<file path="config.mk">
export PLATFORM = sky130hd
export DESIGN_NAME = xtnl_front
export DESIGN_NICKNAME = d
export VERILOG_FILES = /design/src/design/xtnl_pkg.sv /design/src/design/xtnl_front.sv
export SDC_FILE = /design/constraint.sdc
export NUM_CORES = 1
export LEC_CHECK = 0
export BUFFER_PORTS_ARGS = -buffer_cell sky130_fd_sc_hd__buf_2
export CORE_UTILIZATION = 43
export CTS_BUF_LIST = sky130_fd_sc_hd__clkbuf_8 sky130_fd_sc_hd__clkbuf_16
export CTS_CLUSTER_SIZE = 20
export DETAILED_ROUTE_END_ITERATION = 10
export PLACE_DENSITY = 0.85
export RECOVER_POWER = 25
export SLEW_MARGIN = 15
export SYNTH_ARGS = -nofsm -noshare
export SYNTH_HDL_FRONTEND = slang
export SYNTH_SLANG_ARGS = --single-unit
</file>
<file path="constraint.sdc">
create_clock -name clock -period 8.1 [get_ports clock]
set_clock_uncertainty 0.2 [all_clocks]
set_input_delay 0.405 -clock clock [delete_from_list [all_inputs] [get_ports clock]]
set_output_delay 0.405 -clock clock [all_outputs]
set_load 0.01 [all_outputs]
</file>
<file path="src/design/xtnl_pkg.sv">
// shared types and constants for the xor trie lookup block
package xtnl_pkg;

   localparam int KEY_BITS    = 30;
   localparam int NODE_POOL   = 65536;
   localparam int ID_BITS     = 16;
   localparam int NODE_BITS   = $clog2(NODE_POOL);
   localparam int NEED_BITS   = NODE_BITS + 1;
   localparam int LEVEL_BITS  = (KEY_BITS > 1) ? $clog2(KEY_BITS) : 1;
   localparam int ACT_BITS    = 2;
   localparam int STATUS_BITS = 2;
   localparam int QUEUE_DEPTH = 2;
   localparam int QPTR_BITS   = $clog2(QUEUE_DEPTH);
   localparam int QCNT_BITS   = $clog2(QUEUE_DEPTH + 1);

   // highest node index the pool can hand out
   localparam logic [NEED_BITS-1:0] POOL_LAST = NEED_BITS'(NODE_POOL - 1);

   // request action codes
   localparam logic [ACT_BITS-1:0] ACT_INSERT = 2'd0;
   localparam logic [ACT_BITS-1:0] ACT_QMAX   = 2'd1;

   typedef enum logic [1:0] {
      OP_INSERT,
      OP_QMAX,
      OP_QMIN
   } op_type;

   typedef enum logic [STATUS_BITS-1:0] {
      ST_INSERTED = 2'd0,
      ST_HIT      = 2'd1,
      ST_FULL     = 2'd2,
      ST_EMPTY    = 2'd3
   } status_type;

   typedef enum logic [1:0] {
      ENG_IDLE,
      ENG_WALK,
      ENG_BUILD,
      ENG_FINISH
   } state_type;

   typedef struct packed {
      op_type              op;
      logic [KEY_BITS-1:0] key;
      logic [ID_BITS-1:0]  id;
   } item_type;

   typedef logic [1:0][NODE_BITS-1:0] row_type;

endpackage

</file>
<file path="src/design/xtnl_front.sv">
// front stage: takes request transfers and classifies the action
module xtnl_front
   import xtnl_pkg::*;
(
   input  logic                clock,
   input  logic                reset,
   input  logic                req_valid,
   output logic                req_stall,
   input  logic [ACT_BITS-1:0] req_action,
   input  logic [KEY_BITS-1:0] req_key_value,
   input  logic [ID_BITS-1:0]  req_item_id,
   output logic                push_valid,
   output item_type            push_item,
   input  logic                push_ready
);

   logic     hold_valid_ff, hold_valid_in;
   item_type hold_item_ff, hold_item_in;
   logic     accept;
   op_type   op_class;

   assign req_stall  = hold_valid_ff && !push_ready;
   assign accept     = req_valid && !req_stall;
   assign push_valid = hold_valid_ff;
   assign push_item  = hold_item_ff;

   always_comb begin
      case (req_action)
         ACT_INSERT: op_class = OP_INSERT;
         ACT_QMAX:   op_class = OP_QMAX;
         default:    op_class = OP_QMIN;   // unused code behaves as min query
      endcase
   end

   always_comb begin
      hold_valid_in = hold_valid_ff && !push_ready;
      hold_item_in  = hold_item_ff;
      if (accept) begin
         hold_valid_in   = 1'b1;
         hold_item_in.op = op_class;
         hold_item_in.key = req_key_value;
         hold_item_in.id  = req_item_id;
      end
   end

   always_ff @(posedge clock) begin
      if (reset) begin
         hold_valid_ff <= 1'b0;
      end else begin
         hold_valid_ff <= hold_valid_in;
      end
      hold_item_ff <= hold_item_in;
   end

endmodule

</file>
==> impl_metrics.env <==
export IMPL_syn_nets=106
export IMPL_die_h_um=61.1
export IMPL_cts_tree="done"
export IMPL_regToRegSetupSlack_ns=6.49
export IMPL_synth_edff_count=48
export IMPL_grt_max_degree=49
export IMPL_max_vdd_ir_drop_mv=0.158
export IMPL_die_area_sq_um=3730
export IMPL_drc=0
export IMPL_worstMarginPinSlew_ns=0.440
export IMPL_avgSynthCellArea_sq_um=27.8
export IMPL_place_gp_congestion=0.725
export IMPL_drtAntennaViolNets=0
export IMPL_clock_latency_ns=0.29
export IMPL_ys_ff_latch=49
export IMPL_start_util_pct=45.0
export IMPL_ys_top_cells_by_count="edfxtp_1 (48), nor2b_1 (2)"
export IMPL_period_needed_ns=1.61
export IMPL_synth_top_area_share_pct=96.0
export IMPL_netlist_top_cells_area="edfxtp_1 (96%), dfxtp_1 (1.3%), nor2b_4 (0.92%)"
export IMPL_p_leak_nw=0.965
export IMPL_synth_ff_type="edfxtp_1"
export IMPL_critPathMaxFanout=33
export IMPL_hp_class="in2reg"
export IMPL_outcome="finished clean"
export IMPL_holdPathStages=1
export IMPL_path_clk_slew_ns=0.09
export IMPL_post_dp_hpwl_mm=2.02
export IMPL_grt_overflow=0
export IMPL_wire_per_inst_um=13.0
export IMPL_drive_gt1_share_pct=68.1
export IMPL_ys_warnings_count=0
export IMPL_ios=102
export IMPL_synth_async_reset_ratio_pct=0
export IMPL_cts_buffer_depth=2
export IMPL_worstPathRequired_ns=7.90
export IMPL_ys_seq_area_share_pct=97.3
export IMPL_hold_buffers=0
export IMPL_grt_usage_pct=14.9
export IMPL_antenna_found_initial=0
export IMPL_port_buffers=101
export IMPL_setup_tns_ns=0
export IMPL_cp_end_kind="flip-flop"
export IMPL_p_per_area_nw_per_um2=232
export IMPL_via_per_inst=4.37
export IMPL_maxCapViolations=0
export IMPL_cts_buffers=5
export IMPL_coreArea_sq_um=3340
export IMPL_first_global_vias=865
export IMPL_cts_resized=0
export IMPL_synth_top_area_cell="edfxtp_1"
export IMPL_arrival_ns=1.41
export IMPL_worstHoldEndpoint="push_item[30]$_DFFE_PP_"
export IMPL_nFillCells=242
export IMPL_synthesis_area_sq_um=1500
export IMPL_first_pass_iters=4
export IMPL_clkSinkCount=49
export IMPL_utilization_pct=65.9
export IMPL_synthCells=54
export IMPL_htree_num_levels=2
export IMPL_cts_setup_buffers=0
export IMPL_slew_viol_final=0
export IMPL_finalHoldViolations=0
export IMPL_fmax_ghz=0.621
export IMPL_synth_cell_types=6
export IMPL_wirelength_mm=2.72
export IMPL_min_from="req_key_value[14]"
export IMPL_drtIter0Drc=20
export IMPL_insertedDiodeCount=0
export IMPL_row_count=21
export IMPL_reg2reg_to="push_item[25]$_DFFE_PP_"
export IMPL_die_w_um=61.1
export IMPL_yosysMostFrequentCell="edfxtp_1"
export IMPL_grt_first_pass_wirelength_mm=3.59
export IMPL_worstSetupPathType="reg2reg"
export IMPL_vias=913
export IMPL_rsz0062_at_grt="false"
export IMPL_worstReg2RegStart="push_valid$_SDFF_PP0_"
export IMPL_cts_root_buf="clkbuf_8"
export IMPL_final_nets=214
export IMPL_timing_final_crit_share_pct=19.9
export IMPL_slew_headroom_pct=70.6
export IMPL_finalSetupViolCount=0
export IMPL_r2r_cells=3
export IMPL_synthToLayoutAreaGrowth_pct=46.5
export IMPL_startpoint_type="flip-flop"
==> area by class of cell <==
class                           count  area, sq um  area share, %
Sequential cell                    49         1460           66.4
Timing Repair Buffer              102          526           23.9
Clock buffer                        5         68.8           3.13
Tap cell                           46         57.6           2.62
Multi-Input combinational cell      4         43.8           1.99
Clock inverter                      3         42.5           1.93
==> worst max-delay path, cell delays in order, from the launching register on <==
cell	delay (ns)
dfxtp_1	0.33
nor2b_4	0.14
nor2b_4	0.38
buf_12	0.27
==> logic make-up (layout without fill, tap and decap cells) <==
family	count (synthesis)	after routing	synth area share [%]
flip-flops	49	49	97.3
AND/OR/NAND/NOR	3	3	1.75
AO/OA/AOI/OAI	1	1	0.667
buffers and inverters	1	110	0.250
==> per-stage QoR <==
stage	hold slack, ns	total power [mW]	area [sq um]	cells	setup WS, ns
final	0.0729	0.509	2200	209	6.49
after global routing	0.0551	0.528	2200	209	6.42
after CTS	0.0630	0.514	2180	208	6.08
after detailed placement	0.383	0.347	2070	200	5.97
after global placement	0.382	0.345	2070	200	6.05
after floorplan	0.304	0.320	1500	54	4.82
==> per-layer routing <==
metal  GRT usage [%]  vias to the layer above  routed length [um]
li1                -                      427                   -
met1            12.8                      409                 932
met2            24.8                       70                1310
met3            11.1                        7                 427
met4            7.79                        0                  49
met5               0                        -                   0
==> placed cells by master, fill, tap and decap left out <==
cell type	count
buf_2	101
edfxtp_1	48
clkbuf_8	5
nor2b_4	2
nor2b_1	1
o21ba_1	1
inv_1	1
clkinv_4	1
bufinv_16	1
buf_12	1
dfxtp_1	1
==> how the worst max path moves through the flow <==
stage	from	endpoint	slack, ns
floorplan	push_valid$_SDFF_PP0_	push_item[0]$_DFFE_PP_	4.82
global placement	push_ready	push_item[24]$_DFFE_PP_	6.05
detailed placement	push_ready	push_item[36]$_DFFE_PP_	5.97
CTS	push_valid$_SDFF_PP0_	push_item[20]$_DFFE_PP_	6.08
global route	push_valid$_SDFF_PP0_	push_item[38]$_DFFE_PP_	6.42
finish	push_valid$_SDFF_PP0_	push_item[25]$_DFFE_PP_	6.49
==> report_power, final <==
| group | internal, mW | switching [mW] |
|---|---|---|
| clock network | 0.0914 | 0.0767 |
| registers | 0.296 | 0.00326 |
| logic | 0.0202 | 0.0222 |
==> registers in the layout (all words and copies together), names as in the netlist <==
name,count
push_item,48
push_valid,1
Note: power is estimated with default switching activity, not from simulation.
