$ cat src/design/xtnl_pkg.sv
// shared types and constants for the xor trie lookup block
package xtnl_pkg;

   localparam int KEY_BITS    = 30;
   localparam int NODE_POOL   = 65536;
   localparam int ID_BITS     = 16;
   localparam int NODE_BITS   = $clog2(NODE_POOL);
   localparam int NEED_BITS   = NODE_BITS + 1;
   localparam int LEVEL_BITS  = (KEY_BITS > 1) ? $clog2(KEY_BITS) : 1;
   localparam int ACT_BITS    = 2;
   localparam int STATUS_BITS = 2;
   localparam int QUEUE_DEPTH = 2;
   localparam int QPTR_BITS   = $clog2(QUEUE_DEPTH);
   localparam int QCNT_BITS   = $clog2(QUEUE_DEPTH + 1);

   // highest node index the pool can hand out
   localparam logic [NEED_BITS-1:0] POOL_LAST = NEED_BITS'(NODE_POOL - 1);

   // request action codes
   localparam logic [ACT_BITS-1:0] ACT_INSERT = 2'd0;
   localparam logic [ACT_BITS-1:0] ACT_QMAX   = 2'd1;

   typedef enum logic [1:0] {
      OP_INSERT,
      OP_QMAX,
      OP_QMIN
   } op_type;

   typedef enum logic [STATUS_BITS-1:0] {
      ST_INSERTED = 2'd0,
      ST_HIT      = 2'd1,
      ST_FULL     = 2'd2,
      ST_EMPTY    = 2'd3
   } status_type;

   typedef enum logic [1:0] {
      ENG_IDLE,
      ENG_WALK,
      ENG_BUILD,
      ENG_FINISH
   } state_type;

   typedef struct packed {
      op_type              op;
      logic [KEY_BITS-1:0] key;
      logic [ID_BITS-1:0]  id;
   } item_type;

   typedef logic [1:0][NODE_BITS-1:0] row_type;

endpackage

$ cat src/design/xtnl_queue.sv
// small fifo between the front stage and the walk engine
module xtnl_queue
   import xtnl_pkg::*;
(
   input  logic                 clock,
   input  logic                 reset,
   input  logic                 push_valid,
   input  item_type             push_item,
   output logic                 push_ready,
   output logic                 pop_valid,
   output item_type             pop_item,
   input  logic                 pop_ready,
   output logic [QCNT_BITS-1:0] count
);

   item_type               slot_ff [QUEUE_DEPTH];
   logic [QPTR_BITS-1:0]   wr_ptr_ff, wr_ptr_in;
   logic [QPTR_BITS-1:0]   rd_ptr_ff, rd_ptr_in;
   logic [QCNT_BITS-1:0]   count_ff, count_in;
   logic                   do_push, do_pop;

   assign push_ready = (count_ff != QCNT_BITS'(QUEUE_DEPTH));
   assign pop_valid  = (count_ff != '0);
   assign pop_item   = slot_ff[rd_ptr_ff];
   assign count      = count_ff;
   assign do_push    = push_valid && push_ready;
   assign do_pop     = pop_valid && pop_ready;

   always_comb begin
      wr_ptr_in = do_push ? wr_ptr_ff + 1'b1 : wr_ptr_ff;
      rd_ptr_in = do_pop  ? rd_ptr_ff + 1'b1 : rd_ptr_ff;
      count_in  = count_ff;
      if (do_push && !do_pop) begin
         count_in = count_ff + 1'b1;
      end else if (do_pop && !do_push) begin
         count_in = count_ff - 1'b1;
      end
   end

   always_ff @(posedge clock) begin
      if (reset) begin
         wr_ptr_ff <= '0;
         rd_ptr_ff <= '0;
         count_ff  <= '0;
      end else begin
         wr_ptr_ff <= wr_ptr_in;
         rd_ptr_ff <= rd_ptr_in;
         count_ff  <= count_in;
      end
      if (do_push) begin
         slot_ff[wr_ptr_ff] <= push_item;
      end
   end

endmodule

$ cat config.mk
export PLATFORM = sky130hd
export DESIGN_NAME = xtnl_queue
export DESIGN_NICKNAME = d
export VERILOG_FILES = /design/src/design/xtnl_pkg.sv /design/src/design/xtnl_queue.sv
export SDC_FILE = /design/constraint.sdc
export NUM_CORES = 1
export LEC_CHECK = 0
export BUFFER_PORTS_ARGS = -buffer_cell sky130_fd_sc_hd__clkbuf_2
export CORE_MARGIN = 10
export CORE_UTILIZATION = 50
export DETAILED_ROUTE_END_ITERATION = 16
export GPL_TIMING_DRIVEN = 0
export HOLD_SLACK_MARGIN = 0.03
export PLACE_DENSITY_LB_ADDON = 0.08
export SLEW_MARGIN = 5
export SYNTH_ARGS = -nofsm -noshare
export SYNTH_HDL_FRONTEND = slang
export SYNTH_SLANG_ARGS = --single-unit
$ cat constraint.sdc
create_clock -name clock -period 2.4 [get_ports clock]
set_input_delay 0.24 -clock clock [delete_from_list [all_inputs] [get_ports clock]]
set_output_delay 0.24 -clock clock [all_outputs]
set_load 0.03 [all_outputs]
==> results.json, run 1 <==
{
  "run_status": "completed",
  "max_freq_mhz": 495.3,
  "cts_buffer_depth": 2,
  "critical_path_class": "reg2reg",
  "rsz0062_at_grt": "false",
  "nNetsFinal": 341,
  "ys_seq_elements": 101,
  "endpoint_kind": "flip-flop",
  "cts_root_buf": "clkbuf_8",
  "dp.cells": 375,
  "pre_cts_ws_ps": 133.8,
  "initial_core_util": 0.5099,
  "synth_top_cell_area_share": 0.7837,
  "drt_iter0_markers": 72,
  "finalNonFillerCells": 392,
  "ys_types": 18,
  "tightest_slew_ps": 1141,
  "finalWeightedCongestion": 0.6501,
  "cts_made_buffers": 9,
  "p_sw_mw": 1.705,
  "holdBufCountCts": 0,
  "cp.arrival_ps": 1980,
  "hp-class": "in2reg",
  "die_width_microns": 105.8,
  "grt_max_degree": 49,
  "synth_compound_area_frac": 0.008163,
  "avgRoutedWirePerCell_microns": 17.22,
  "comb_power_share": 0.338,
  "crit_chain": "nand2b_1 -> and3_2",
  "cts_sinks": 101,
  "syn_nets": 226,
  "yosysWarnings": 0,
  "cp_max_fo": 48,
  "postCtsSetupBuffers": 0,
  "ctsResizeCount": 0,
  "synth_xor_area_frac": 0.007143,
  "p_seq_frac": 0.467,
  "placementRows": 31,
  "clockPowerShare": 0.195,
  "portBuffers": 103,
  "grt_usage": 0.1193,
  "cts.reportedPaths.clkPinSlew_ps": 100,
  "synth.mux.area_fraction": 0.1469,
  "drc_errors": 0,
  "yosysTopAreaCell": "edfxtp_1",
  "grt_pass1_vias": 2052,
  "hold_viol_final": 0,
  "vdd_drop_max_uv": 668.5,
  "slew_viol_final": 0,
  "ios": 104,
  "p_leak_nw": 1.706,
  "worst_ep_required_time_ps": 2360,
  "slew_headroom": 0.2394,
  "drv_cap": 0,
  "antenna_cells": 0,
  "dr_total_vias": 1924,
  "cp_top_family": "simple AND/OR/NAND/NOR gates",
  "dr.pass1.iters": 4,
  "clock_skew_ps": 8.953,
  "synth_top_family_by_area": "multiplexers",
  "fin_tns_setup_ps": 0,
  "grt-ovfl-total": 0,
  "p_int_mw": 3.149,
  "slowest_stage": "and3_2",
  "fin_hold_ws_ps": 75.46,
  "hpwl_microns": 4592,
  "synthTopCellsByArea": "edfxtp_1 78%, mux2_2 15%, dfxtp_1 2.7%, xor2_1 0.71%, buf_4 0.61%",
  "clock_latency_ps": 350,
  "core_area_sq_mm": 0.007214,
  "vias_per_cell": 4.908,
  "synth_area_sq_mm": 0.003679,
  "fp.dieH_microns": 105.8,
  "dieArea_sq_mm": 0.01119,
  "drt-total-wl_microns": 6749,
  "grt_pass1_wl_microns": 10410,
  "setup.worst_path.start_class": "flip-flop",
  "p_sw_frac": 0.3512,
  "worst_slack_ps": 381.1,
  "syn-mean-instance-area_sq_um": 21.26,
  "cpPeakStageDelay_ps": 980,
  "layout-drive-gt1-share": 0.5973,
  "critPathBufInv": 0,
  "fin_crit_sh": 0.8412,
  "yosysSeqAreaShare": 0.8109,
  "cts-htree-levels": 3,
  "ant_nets": 0,
  "syn_to_final_growth_pct": 22.45,
  "grt_antenna_before_repair": 0,
  "postSynthCellCount": 173,
  "power_per_cell_area_mw_per_mm2": 1078,
  "min_period_ps": 2019,
  "synthSimpleGateAreaFrac": 0.01361,
  "synthAdderAreaFrac": 0.003401,
  "setup_viol": 0,
  "cts_tree": "done"
}
[flip-flops by register name (all words and copies together) (netlist names), named ones only]
register,flops
slot_ff,96
rd_ptr_ff,1
wr_ptr_ff,1
count,2
[kinds of logic (layout without fill, tap and decap cells)]
group           Yosys count  after routing
fa+ha+maj                 1              1
flops                   101            101
mux                      48             48
buf+inv                   6            126
compound gates            5              5
xor+xnor                  3              3
simple gates              9              9
[cell type report]
cell class	instances	area (sq um)
Multi-Input combinational cell	66	660.6
Tap cell	99	123.9
Timing Repair inverter	1	7.507
Sequential cell	101	2983
Clock inverter	6	46.29
Buffer	5	32.53
Clock buffer	10	127.6
Inverter	1	7.507
Fill cell	612	2710
Timing Repair Buffer	103	515.5
[cells in the mapped netlist]
| library cell | n |
|---|---|
| a21bo_2 | 1 |
| a21oi_1 | 2 |
| and2_1 | 1 |
| and3_1 | 1 |
| buf_2 | 2 |
| buf_4 | 3 |
| dfxtp_1 | 5 |
| edfxtp_1 | 96 |
| ha_1 | 1 |
| inv_1 | 1 |
| mux2_2 | 48 |
| nand2b_1 | 1 |
| nand3b_1 | 1 |
| nor2_1 | 3 |
| o21ai_0 | 2 |
| or2_2 | 1 |
| or3_1 | 1 |
| xor2_1 | 3 |
[layout by cell type (no fill, tap or decap), types with 2 or more instances in the layout]
master,n
clkinvlp_4,3
clkinv_4,2
buf_4,3
dfxtp_1,5
mux2_2,48
a21oi_1,2
buf_2,2
edfxtp_1,96
nor2_1,3
clkbuf_8,9
xor2_1,3
o21ai_0,2
inv_6,2
clkbuf_2,103
[routing by layer]
layer / track usage / part of all wire / vias to the layer above / wire length [microns]
met5: 0 / 0 / - / 0
met1: 0.1385 / 0.43 / 939 / 2872
li1: - / - / 917 / -
met3: 0.04324 / 0.070 / 6 / 471
met4: 0.05222 / 0.011 / 0 / 72
met2: 0.1948 / 0.49 / 62 / 3334
[path summary, 6_finish.rpt]
check | to | cells past startpoint | startpoint | slack (ps)
worst max-delay path | slot_ff[1][34] | 2 | count[0] | 380
worst min-delay path | slot_ff[0][40] | 1 | push_item[40] | 80
worst max register to register | slot_ff[1][34] | 2 | count[0] | 380
worst min register to register | rd_ptr_ff | 2 | rd_ptr_ff | 510
[stage by stage]
| step | total power [mW] | cell area [sq um] | utilization |
|---|---|---|---|
| global route | 5.111 | 4504 | 0.6244 |
| finish | 4.855 | 4504 | 0.6244 |
| detailed placement | 3.980 | 4323 | 0.5992 |
| global placement | 3.967 | 4323 | 0.5992 |
| CTS | 4.930 | 4497 | 0.6233 |
| floorplan | 3.503 | 3684 | - |
[power groups by stage]
stage          Sequential [mW]  Combinational (mW)  Clock (mW)
3_5_place_dp              2.32                1.66           0
3_3_place_gp              2.30                1.66           0
2_1_floorplan             2.32                1.18           0
5_1_grt                   2.29                1.77        1.05
6_report                  2.27                1.64       0.944
4_1_cts                   2.27                1.67       0.983
Power figures use the tool's default switching activity.
==> inputs of run 2 (changes only) <==
--- a/config.mk
+++ b/config.mk
@@ -5,6 +5,7 @@
 export SDC_FILE = /design/constraint.sdc
 export NUM_CORES = 1
 export LEC_CHECK = 0
+export ABC_AREA = 1
 export BUFFER_PORTS_ARGS = -buffer_cell sky130_fd_sc_hd__clkbuf_2
 export CORE_MARGIN = 10
 export CORE_UTILIZATION = 50
==> constraint.sdc (replaced) <==
create_clock -name clock -period 1.95 [get_ports clock]
set_input_delay 0.195 -clock clock [delete_from_list [all_inputs] [get_ports clock]]
set_output_delay 0.195 -clock clock [all_outputs]
set_load 0.03 [all_outputs]
==> run 2 against run 1 <==
Compared with the run above: sequential share of layout area down 8.7 points; sequential power increased by 25%; critical path type unchanged; critical endpoint is now slot_ff[0][1]; clock skew grew 1.5 ps; final cell count increased by 15%; design area is 15% higher; non-clock buffer count grew 47; synthesized area up 2.8%; register-to-register slack got worse by 270 ps; global-route usage increased by 1.2 points; highest routed layer unchanged; synthesized cell count grew 7.5%.
==> results.json, run 2 <==
{
  "run_status": "completed",
  "core_area_sq_mm": 0.007292,
  "dieArea_sq_mm": 0.01144,
  "ys_types": 14,
  "cts_tree": "done",
  "cp_top_family": "simple AND/OR/NAND/NOR gates",
  "yosysSeqAreaShare": 0.7889,
  "holdPathStages": 1,
  "fillers": 512,
  "setup.worst_path.start_class": "flip-flop",
  "power_per_cell_area_mw_per_mm2": 1249,
  "syn_nets": 239,
  "fin_tns_setup_ps": 0,
  "worst_ep_required_time_ps": 2010,
  "nNetsFinal": 400,
  "reg2reg_from": "count[0]",
  "grt-ovfl-total": 0,
  "layout_common_cells": "103 x clkbuf_2, 96 x edfxtp_1, 45 x dlygate4sd3_1",
  "largest_reg_flops": 96,
  "fin_hold_ws_ps": 40.16,
  "drt-total-wl_microns": 7138,
  "layout-drive-gt1-share": 0.5057,
  "ys_top_cells_by_count": "96 x edfxtp_1, 28 x mux2_2, 20 x mux2_4",
  "drt_iter0_markers": 69,
  "drc_errors": 0,
  "cp_max_fo": 28,
  "r2r_cells": 5,
  "portBuffers": 103,
  "placementRows": 31,
  "clock_latency_ps": 350,
  "slowest_stage": "nor2_4",
  "r2r_end": "slot_ff[0][1]",
  "max_freq_mhz": 542.3,
  "yosysTopAreaCell": "edfxtp_1",
  "cpPeakStageDelay_ps": 680,
  "cts_sinks": 101,
  "ant_nets": 0,
  "synthTopCellsByArea": "edfxtp_1 76%, mux2_2 8.3%, mux2_4 7.9%, dfxtp_1 2.6%, nand2_1 0.89%",
  "critical_path_class": "reg2reg",
  "largest_register": "slot_ff",
  "hp-start": "push_item[38]",
  "min_to": "slot_ff[1][38]",
  "r2r_setup_slack_ps": 110,
  "rsz0062_at_grt": "true",
  "critPathBufInv": 2,
  "ios": 104,
  "hpwl_microns": 4958,
  "cp.arrival_ps": 1910,
  "initial_core_util": 0.5185,
  "cts.reportedPaths.clkPinSlew_ps": 100,
  "ys.flop_type": "edfxtp_1",
  "postSynthCellCount": 186,
  "grt_pass1_vias": 2347,
  "die_width_microns": 107.0,
  "synth-edff-count": 96,
  "ys_seq_elements": 101,
  "synth_top_cell_area_share": 0.7624,
  "grt_pass1_wl_microns": 11640,
  "dr_total_vias": 2117,
  "avgRoutedWirePerCell_microns": 15.83,
  "clock_skew_ps": 10.47,
  "grt_usage": 0.1311,
  "hold_viol_final": 0,
  "antenna_cells": 0,
  "fin_crit_sh": 0.9456,
  "dr.pass1.iters": 4,
  "grt_antenna_before_repair": 0,
  "min_period_ps": 1844,
  "p_leak_nw": 2.065,
  "synth_area_sq_mm": 0.003781,
  "yosysWarnings": 0,
  "finalWeightedCongestion": 0.7571,
  "cts-htree-levels": 3,
  "crit_chain": "inv_1 -> nand2_4 -> nand2_2 -> nor2_4 -> buf_16",
  "vias_per_cell": 4.694,
  "layout_commonest_cell": "clkbuf_2",
  "endpoint_kind": "flip-flop",
  "post-synth-top-count-cell": "edfxtp_1",
  "synth_async_sr_flop_share": 0,
  "hp-class": "in2reg",
  "cts_root_buf": "clkbuf_8",
  "cts_buffer_depth": 2,
  "grt_max_degree": 29,
  "cts_made_buffers": 9,
  "syn_to_final_growth_pct": 37.29,
  "setup_viol": 0,
  "vdd_drop_max_uv": 677.7,
  "slew_headroom": 0.4177,
  "tightest_slew_ps": 871.3,
  "syn-mean-instance-area_sq_um": 20.33,
  "slew_viol_final": 0,
  "fp.dieH_microns": 107.0,
  "drv_cap": 0
}
==> run 2: cell count changes after synthesis, moves of 2 or more <==
cell and delta:
mux2_2 -20, mux2_4 +20, nand2_1 +9, inv_1 +7, nor2_1 +4, buf_4 -3
buf_6 +3, xor2_1 -3, nand3_1 +2
==> run 2: area by class of cell <==
cell class / count / area, sq um / area share
Sequential cell: 101 / 2984 / 0.5748
Timing Repair Buffer: 150 / 1021 / 0.1967
Multi-Input combinational cell: 72 / 749.5 / 0.1444
Clock buffer: 10 / 127.6 / 0.02458
Tap cell: 99 / 123.9 / 0.02386
Clock inverter: 6 / 111.4 / 0.02145
Buffer: 5 / 43.79 / 0.008436
Inverter: 8 / 30.03 / 0.005785
==> run 2: logic make-up (layout without fill, tap and decap cells) <==
family | after synthesis | count (layout) | synth area share
AO/OA/AOI/OAI | 4 | 4 | 0.005295
flip-flops | 101 | 101 | 0.7889
multiplexers | 48 | 48 | 0.1628
adder cells (fa/ha/maj) | 1 | 1 | 0.003309
AND/OR/NAND/NOR | 19 | 19 | 0.02019
buffers and inverters | 13 | 179 | 0.01952
==> run 2: report_power, final <==
part / internal (mW) / switching [mW]
Clock: 0.852 / 0.668
Combinational: 0.805 / 1.33
Sequential: 2.74 / 0.0903
Total: 4.40 / 2.09
==> run 2: worst max path at each step <==
stage	start	endpoint	slack (ps)	cells past startpoint
after CTS	count[0]	slot_ff[0][4]	30	5
after detailed placement	count[0]	slot_ff[0][45]	30	5
after global placement	count[0]	slot_ff[0][45]	-190	4
after floorplan	count[0]	slot_ff[0][0]	3	4
after global routing	count[0]	slot_ff[0][43]	-60	5
final	count[0]	slot_ff[0][1]	110	5
==> run 2: metal layers <==
metal	track usage	share of wire	wire, microns
met2	0.2256	0.53	3773
met5	0	0	0
met1	0.1377	0.38	2679
met4	0.06963	0.024	173
met3	0.04731	0.072	511
==> run 2: what timing repair did <==
item                                    in CTS  in global routing
hold buffers                                43                  2
endpoints found under the hold margin       83                  3
buffers inserted                             0                  0
endpoints found under the setup margin       0                 42
gates resized for setup                      0                  0
==> run 2: through the flow <==
stage	worst slack, ps	instances	cell area, sq um	power [mW]	util
3_3_place_gp	-190.0	388	4447	4.906	0.6098
4_1_cts	26.19	449	5171	6.564	0.7092
2_1_floorplan	2.553	186	3807	4.379	-
3_5_place_dp	32.10	390	4502	4.986	0.6174
6_report	106.2	451	5191	6.485	0.7119
5_1_grt	-57.33	451	5191	6.806	0.7119
==> inputs of run 3 (changes only) <==
--- a/config.mk
+++ b/config.mk
@@ -5,7 +5,6 @@
 export SDC_FILE = /design/constraint.sdc
 export NUM_CORES = 1
 export LEC_CHECK = 0
-export ABC_AREA = 1
 export BUFFER_PORTS_ARGS = -buffer_cell sky130_fd_sc_hd__clkbuf_2
 export CORE_MARGIN = 10
 export CORE_UTILIZATION = 50
==> run 3 against run 2 <==
Compared with the run above: hold slack better by 5.5 ps; combinational power is essentially flat; sequential power is essentially flat; count of clock-buffer cells in the layout did not move; clock skew shrank 4.9 ps; die area fell by 2.2%; core utilization fell by 2.7 points; critical path type is now reg2out; largest cell class unchanged; largest power group unchanged.
==> results.json, run 3 (synthesis results as in run 1) <==
{
  "cts.reportedPaths.clkPinSlew_ps": 90,
  "layout-drive-gt1-share": 0.5268,
  "grt_antenna_before_repair": 0,
  "avgRoutedWirePerCell_microns": 17.16,
  "largest_reg_flops": 96,
  "core_area_sq_mm": 0.007214,
  "layout_commonest_cell": "clkbuf_2",
  "p_leak_nw": 1.879,
  "r2r_cells": 3,
  "grt_pass1_vias": 2325,
  "initial_core_util": 0.5099,
  "fillers": 522,
  "use_met1": 0.1408,
  "drt-total-wl_microns": 7466,
  "post-route-util": 0.6849,
  "slew_headroom": 0.5449,
  "placementRows": 31,
  "hp-class": "in2reg",
  "max_freq_mhz": 540.9,
  "dr_total_vias": 2054,
  "critical_path_class": "reg2out",
  "run_status": "completed",
  "nNetsFinal": 384,
  "grtUsageMet3": 0.04689,
  "setup.worst_path.start_class": "flip-flop",
  "dr.pass1.iters": 4,
  "cts_sinks": 101,
  "slew_viol_final": 0,
  "portBuffers": 103,
  "reg2reg_from": "count[0]",
  "use_met2": 0.2381,
  "clock_latency_ps": 350,
  "hpwl_microns": 4623,
  "syn_to_final_growth_pct": 34.32,
  "drc_errors": 0,
  "grt-ovfl-total": 0,
  "hold_viol_final": 0,
  "clock_skew_ps": 5.609,
  "grt_pass1_wl_microns": 11700,
  "fp.dieH_microns": 105.8,
  "gr-max-usage-layer": "met2",
  "antenna_cells": 0,
  "holdPathStages": 1,
  "power_per_cell_area_mw_per_mm2": 1227,
  "die_width_microns": 105.8,
  "ant_nets": 0,
  "r2r_end": "slot_ff[0][1]",
  "layout_common_cells": "103 x clkbuf_2, 96 x edfxtp_1, 48 x mux2_2",
  "setup_viol": 0,
  "drv_cap": 0,
  "grt_max_degree": 49,
  "cts-htree-levels": 3,
  "multi_input_area_sq_um": 671.9,
  "hp-start": "push_item[40]",
  "cts_made_buffers": 9,
  "dieArea_sq_mm": 0.01119,
  "min_period_ps": 1849,
  "seqCellArea_sq_mm": 0.002984,
  "min_to": "slot_ff[0][40]",
  "finalPower_mw": 6.064,
  "ios": 104,
  "vdd_drop_max_uv": 601.8,
  "tightest_slew_ps": 682.7,
  "fin_hold_ws_ps": 45.62,
  "rsz0062_at_grt": "false",
  "cp_max_fo": 10,
  "cp.arrival_ps": 1650,
  "drt_iter0_markers": 77,
  "vias_per_cell": 4.722,
  "endpoint_kind": "output port",
  "largest_register": "slot_ff",
  "finalWeightedCongestion": 0.6629,
  "cts_root_buf": "clkbuf_8",
  "fin_crit_sh": 0.9481,
  "grt_usage": 0.1338,
  "r2r_setup_slack_ps": 140,
  "worst_ep_required_time_ps": 1750,
  "cts_buffer_depth": 2,
  "cts_tree": "done",
  "fin_tns_setup_ps": 0
}
## run 3: worst max path at each step
stage,startpoint,to,slack (ps)
after floorplan,count[0],slot_ff[0][0],7
after global placement,count[0],slot_ff[0][11],-260
after detailed placement,count[0],slot_ff[0][10],-250
after CTS,flip-flop,pop_item[25],60
after global routing,count[0],slot_ff[0][0],7
final,flip-flop,pop_item[25],100
## run 3: layout make-up
class                   instances  share of cell area
plain buffers                   5            0.006584
flip-flops and latches        101              0.6039
multi-input cells              66              0.1360
repair inverters                1            0.001519
well taps                      99             0.02507
clock inverters                 6            0.008103
inverters                       1            0.001519
clock buffers                  10             0.02583
repair buffers                146              0.1914
## run 3: critical path: stages (launching register included)
cell	delay (ps)
dfxtp_1	350
buf_4	190
buf_4	210
mux2_2	360
clkbuf_2	190
## run 3: report_power, final
group	internal [mW]	total [mW]	switching, mW
registers	2.71	2.80	0.0840
logic	0.757	2.12	1.36
clock network	0.460	1.15	0.687
## run 3: stage by stage
stage,std cells,instance area (sq um),worst slack [ps]
after floorplan,173,3696,7.002
after global placement,375,4335,-256.2
after detailed placement,375,4335,-249.9
after CTS,435,4941,62.55
after global routing,435,4941,6.657
final,435,4941,101.3
## run 3: per-layer routing
| layer | vias up | share of wire |
|---|---|---|
| li1 | 991 | - |
| met1 | 985 | 0.38 |
| met5 | - | 0 |
| met4 | 0 | 0.015 |
| met2 | 68 | 0.53 |
| met3 | 10 | 0.072 |
## run 3: repair_timing
action | 4_1_cts | 5_1_grt
hold buffers | 43 | 0
gates resized for setup | 1 | 0
endpoints found under the setup margin | 48 | 0
buffers inserted | 0 | 0
endpoints found under the hold margin | 83 | 0
